## src/rtl/gdcr_pkg.sv

```systemverilog
package gdcr_pkg;

  localparam int PinW  = 4;
  localparam int MaskW = 8;
  localparam int HoldW = 8;
  localparam int IdxW  = 8;

  // Item operation codes
  localparam logic OP_TICK  = 1'b0;
  localparam logic OP_FORCE = 1'b1;

  // Configuration register indexes
  localparam logic [IdxW-1:0] REG_PIN_MASK      = 8'd0;
  localparam logic [IdxW-1:0] REG_HOLDOFF_TICKS = 8'd1;

  localparam logic [MaskW-1:0] PIN_MASK_RESET      = 8'hFF;
  localparam logic [HoldW-1:0] HOLDOFF_TICKS_RESET = 8'd20;

  typedef logic [PinW-1:0] pins_t;

  // Masked with the low nibble, then inverted by the high nibble.
  function automatic pins_t condition_pins(input pins_t raw, input logic [MaskW-1:0] mask);
    condition_pins = (raw & mask[PinW-1:0]) ^ mask[MaskW-1:PinW];
  endfunction

endpackage

```

## src/rtl/gpio_debounce_change_reporter.sv

```systemverilog
// Channel | Direction | Handshake            | Payload
// --------+-----------+----------------------+--------------------------------
// input   | in        | in_valid / in_ready  | operation[0:0], pin_sample[3:0]
// output  | out       | out_valid / out_ready| port_state[3:0]
// config  | in        | cfg_valid / cfg_ready| cfg_index[7:0], cfg_data[7:0]
//
// One item is taken every cycle while the input register is not held; each item is
// held in the input register, and a reported item then reaches the result register.
// The throughput is set by the result register: a held result stalls the input
// register, and ticks that report nothing wait behind it too.
// Synchronous reset clears the history, slot, reported state and hold-off count,
// and loads the register defaults (mask 0xFF, hold-off 20).
// Configuration writes are always taken; cfg_ready is tied high.
module gpio_debounce_change_reporter
  import gdcr_pkg::*;
#(
  parameter int HISTORY_DEPTH = 4
) (
  input  logic             clk,
  input  logic             rst,
  input  logic             in_valid,
  output logic             in_ready,
  input  logic             operation,
  input  logic [PinW-1:0]  pin_sample,
  output logic             out_valid,
  input  logic             out_ready,
  output logic [PinW-1:0]  port_state,
  input  logic             cfg_valid,
  output logic             cfg_ready,
  input  logic [IdxW-1:0]  cfg_index,
  input  logic [MaskW-1:0] cfg_data
);

  localparam int SlotW = (HISTORY_DEPTH > 1) ? $clog2(HISTORY_DEPTH) : 1;
  localparam logic [SlotW-1:0] LastSlot = SlotW'(HISTORY_DEPTH - 1);

  logic [MaskW-1:0] pin_mask;
  logic [HoldW-1:0] holdoff_ticks;

  logic             s1_valid;
  logic             s1_op;
  pins_t            s1_pins;

  pins_t            history [HISTORY_DEPTH];
  logic [SlotW-1:0] write_slot;
  pins_t            reported_state;
  logic [HoldW-1:0] holdoff_count;

  logic             s1_fire;
  pins_t            cond;
  logic             stable;
  logic             report;

  assign cfg_ready = 1'b1;
  assign s1_fire   = s1_valid && (!out_valid || out_ready);
  assign in_ready  = !s1_valid || s1_fire;
  assign cond      = condition_pins(s1_pins, pin_mask);

  // The entry at the write slot takes the new sample, so only the others count.
  always_comb begin
    stable = 1'b1;
    for (int i = 0; i < HISTORY_DEPTH; i++) begin
      if (SlotW'(i) != write_slot && history[i] != cond) begin
        stable = 1'b0;
      end
    end
  end

  always_comb begin
    if (s1_op == OP_FORCE) begin
      report = 1'b1;
    end else begin
      report = (holdoff_count == '0) && stable && (reported_state != cond);
    end
  end

  always_ff @(posedge clk) begin
    if (rst) begin
      pin_mask      <= PIN_MASK_RESET;
      holdoff_ticks <= HOLDOFF_TICKS_RESET;
    end else if (cfg_valid && cfg_ready) begin
      case (cfg_index)
        REG_PIN_MASK:      pin_mask      <= cfg_data;
        REG_HOLDOFF_TICKS: holdoff_ticks <= cfg_data;
        default: ;
      endcase
    end
  end

  always_ff @(posedge clk) begin
    if (rst) begin
      s1_valid <= 1'b0;
    end else if (in_ready) begin
      s1_valid <= in_valid;
    end
  end

  always_ff @(posedge clk) begin
    if (in_ready && in_valid) begin
      s1_op   <= operation;
      s1_pins <= pin_sample;
    end
  end

  always_ff @(posedge clk) begin
    if (rst) begin
      for (int i = 0; i < HISTORY_DEPTH; i++) begin
        history[i] <= '0;
      end
      write_slot     <= '0;
      reported_state <= '0;
      holdoff_count  <= '0;
    end else if (s1_fire) begin
      if (report) begin
        reported_state <= cond;
      end
      if (s1_op == OP_TICK) begin
        history[write_slot] <= cond;
        write_slot          <= (write_slot == LastSlot) ? '0 : write_slot + 1'b1;
        if (holdoff_count != '0) begin
          holdoff_count <= holdoff_count - 1'b1;
        end else if (report) begin
          holdoff_count <= holdoff_ticks;
        end
      end
    end
  end

  always_ff @(posedge clk) begin
    if (rst) begin
      out_valid <= 1'b0;
    end else if (s1_fire) begin
      out_valid <= report;
    end else if (out_ready) begin
      out_valid <= 1'b0;
    end
  end

  always_ff @(posedge clk) begin
    if (s1_fire && report) begin
      port_state <= cond;
    end
  end

  a_report_updates_state: assert property (@(posedge clk) disable iff (rst)
    (s1_fire && report) |=> (out_valid && reported_state == port_state))
    else $error("reported state does not follow the reported item");

  a_tick_report_loads_holdoff: assert property (@(posedge clk) disable iff (rst)
    (s1_fire && report && s1_op == OP_TICK) |=> (holdoff_count == $past(holdoff_ticks)))
    else $error("hold-off not loaded after a change report");

  a_slot_in_range: assert property (@(posedge clk) disable iff (rst)
    write_slot <= LastSlot)
    else $error("history write slot out of range");

  a_accept_fills_stage: assert property (@(posedge clk) disable iff (rst)
    (in_valid && in_ready) |=> s1_valid)
    else $error("accepted item lost from the input register");

  a_held_result_stalls: assert property (@(posedge clk) disable iff (rst)
    (out_valid && !out_ready) |=> (out_valid && $stable(port_state)))
    else $error("held result changed while stalled");

endmodule
```

## config.mk

```make
export PLATFORM = sky130hd
export DESIGN_NAME = gpio_debounce_change_reporter
export DESIGN_NICKNAME = d
export VERILOG_FILES = /design/src/rtl/gdcr_pkg.sv /design/src/rtl/gpio_debounce_change_reporter.sv
export SDC_FILE = /design/constraint.sdc
export NUM_CORES = 1
export LEC_CHECK = 0
export CAP_MARGIN = 20
export CORE_AREA = 2 2 86 88
export DETAILED_ROUTE_END_ITERATION = 6
export DIE_AREA = 0 0 88 90
export DONT_BUFFER_PORTS = 1
export SLEW_MARGIN = 20
export SYNTH_ARGS = -nofsm -noshare
export SYNTH_HDL_FRONTEND = slang
export SYNTH_SLANG_ARGS = --single-unit
```

## constraint.sdc

```tcl
create_clock -name clk -period 2.3 [get_ports clk]
set_input_delay 0.46 -clock clk [delete_from_list [all_inputs] [get_ports clk]]
set_output_delay 0.46 -clock clk [all_outputs]
set_load 0.02 [all_outputs]
```

==> impl_metrics.json <==
{
  "synth_edf_count": 25,
  "seq_area_frac_synth_pct": 45.0,
  "num_io_pins": 33,
  "place_inst": 384,
  "route.detailed.drc": 0,
  "power.leakage_nw": 1.40,
  "r2r_slack_ps": 140,
  "arrival_ps": 2390,
  "syn_area_um2": 3090,
  "cts-buffers-inserted": 9,
  "die_x_um": 88,
  "ant_nets": 0,
  "clkLatencyLatePin_ps": 350,
  "fillers": 657,
  "ir_worst_vdd_mv": 0.377,
  "synth_most_common_cell": "nor2_1",
  "wirelength_um": 6660,
  "worst_clock_skew_ps": 7.80,
  "synth_area_leaders": "edfxtp_1 24%, dfxtp_1 21%, xnor3_1 6.6%",
  "post-dp-hpwl_um": 4900,
  "tightest_slew_ps": 701,
  "num_vias": 2089,
  "grt-ovfl-total": 0,
  "async_flop_share_pct": 0,
  "setup_viol": 0,
  "antenna_cells": 0,
  "drt_iter0_markers": 127,
  "fin_cells": 400,
  "worstPathMaxFanout": 9,
  "slew_headroom_pct": 52.9,
  "synth.top_cell.area_share_pct": 24.3,
  "fin_crit_sh_pct": 93.7,
  "initial_core_util_pct": 44.1,
  "path_class": "register to register",
  "rsz0062_at_grt": "false",
  "synth_common_cells": "35 x nor2_1, 32 x dfxtp_1, 25 x edfxtp_1",
  "synth-seq-cells": 57,
  "cts_root_buffer": "clkbuf_8",
  "syn2layout_area_growth_pct": 12.9,
  "required_ps": 2540,
  "synth_cell_types": 51,
  "fin_nets": 328,
  "post_drt_wl_per_cell_um": 16.7,
  "netlist_instances": 284,
  "first_pass_iters": 4,
  "row_count": 31,
  "synth_fp_nets": 316,
  "grt_max_degree": 26,
  "grt_antenna_before_repair": 0,
  "maxSlewViolCount": 0,
  "avgSynthCellArea_um2": 10.9,
  "dieArea_um2": 7920,
  "final_hold_viol_count": 0,
  "die_y_um": 90,
  "cts_tree": "built",
  "vias_per_cell": 5.22,
  "coreArea_um2": 7020,
  "hold_class": "primary input to register",
  "place.gp.congestion": 0.863,
  "power_density_nw_per_um2": 742,
  "multi_input_area_um2": 1560,
  "fmax_ghz": 0.464,
  "synthFlopType": "dfxtp_1",
  "numPortBuffers": 0,
  "worstSetupEndpointType": "register",
  "grt_pass1_vias": 2065,
  "clk_pin_slew_ps": 70,
  "worst_hold_slack_ps": 185,
  "htree_levels": 3,
  "clock_path_buffers": 2,
  "ys.warnings.count": 0,
  "seqCellArea_um2": 1390,
  "grt_pass1_wl_um": 10800,
  "synth_top_cell_by_area": "edfxtp_1",
  "drive_above_1_share_pct": 17.6,
  "period_minus_slack_ps": 2160,
  "maxCapViolCount": 0,
  "cp-start-kind": "register",
  "clkSinkCount": 57,
  "status": "complete, no violations",
  "track_usage_pct": 18.7
}
-- state kept, by name, indices dropped and copies added (netlist names), 2 cells and up --
name	cells
write_slot	2
holdoff_ticks	8
history	16
reported_state	4
holdoff_count	8
s1_pins	4
port_state	4
pin_mask	8
-- layer usage --
layer,share of wire (%),up-vias,routed length (um),GRT usage [%]
met5,0,-,0,0
li1,-,1021,-,-
met4,3.1,0,206,9.62
met1,47,994,3130,25.8
met2,44,59,2940,26.6
met3,5.7,15,382,5.23
-- layout by cell type (no fill, tap or decap), types with 6 or more instances in the layout --
| cell | instances |
|---|---|
| inv_1 | 9 |
| xnor3_1 | 9 |
| dfxtp_1 | 31 |
| buf_4 | 19 |
| clkbuf_8 | 10 |
| nand3_1 | 6 |
| edfxtp_1 | 25 |
| o31ai_1 | 6 |
| a21oi_1 | 12 |
| nor3_1 | 6 |
| xnor2_1 | 12 |
| nand2_1 | 24 |
| nor2b_1 | 6 |
| ha_1 | 6 |
| nor2_1 | 35 |
| mux2i_1 | 17 |
-- critical path, stage by stage, from the launching register on --
cell and delay, ps:
dfxtp_1 330, and2_1 370, xnor3_1 290, a41o_1 250, o311a_4 120, a31o_2 350, mux2_4 330
-- power breakdown --
group	leakage (nW)	internal, W	switching [W]
clock	0.120	0.000662	0.000412
combinational	0.774	0.000174	0.000224
sequential	0.510	0.00109	0.0000269
-- worst paths after layout --
kind / startpoint / endpoint / cells after the start
setup reg to reg: pin_mask[0] / reported_state[2] / 6
hold reg to reg: pin_mask[1] / pin_mask[1] / 2
hold / removal: rst / holdoff_count[3] / 1
setup / recovery: pin_mask[0] / reported_state[2] / 6
-- per-stage QoR --
step | cell area (um2) | setup TNS, ps | util (%) | total power (W) | setup slack [ps]
final | 3490 | 0 | 49.7 | 0.00259 | 144
after global routing | 3490 | 0 | 49.7 | 0.00269 | 27.0
after CTS | 3490 | 0 | 49.7 | 0.00261 | 43.2
after detailed placement | 3260 | -64.0 | 46.4 | 0.00154 | -18.1
after global placement | 3260 | 0 | 46.4 | 0.00153 | 36.5
after floorplan | 3090 | 0 | - | 0.00143 | 236
-- final cells by class --
cell class / count / area share [%]
clock buffer: 13 / 5.48
clock inverter: 3 / 1.25
inverter: 9 / 0.967
multi-input combinational: 200 / 44.8
sequential: 57 / 39.9
tap: 99 / 3.55
timing repair buffer: 19 / 4.08
-- kinds of logic (layout without fill, tap and decap cells) --
logic type               Yosys count  after routing  synth area share [%]
AND/OR/NAND/NOR                  105            105                  16.7
flip-flops                        57             57                  45.0
AO/OA/AOI/OAI                     37             37                  8.41
XOR/XNOR                          30             30                  15.4
buffers and inverters             27             44                  4.49
multiplexers                      21             21                  7.44
adder cells (fa/ha/maj)            6              6                  2.43
other                              1              1                 0.121
-- repair_timing --
| item | in CTS | in global routing |
|---|---|---|
| buffers inserted | 0 | 0 |
| hold buffers | 0 | 0 |
| cloned | 0 | 0 |
| pin swaps | 0 | 0 |
| gates resized for setup | 1 | 1 |
| setup endpoints to repair | 4 | 4 |
Power figures use the tool's default switching activity.
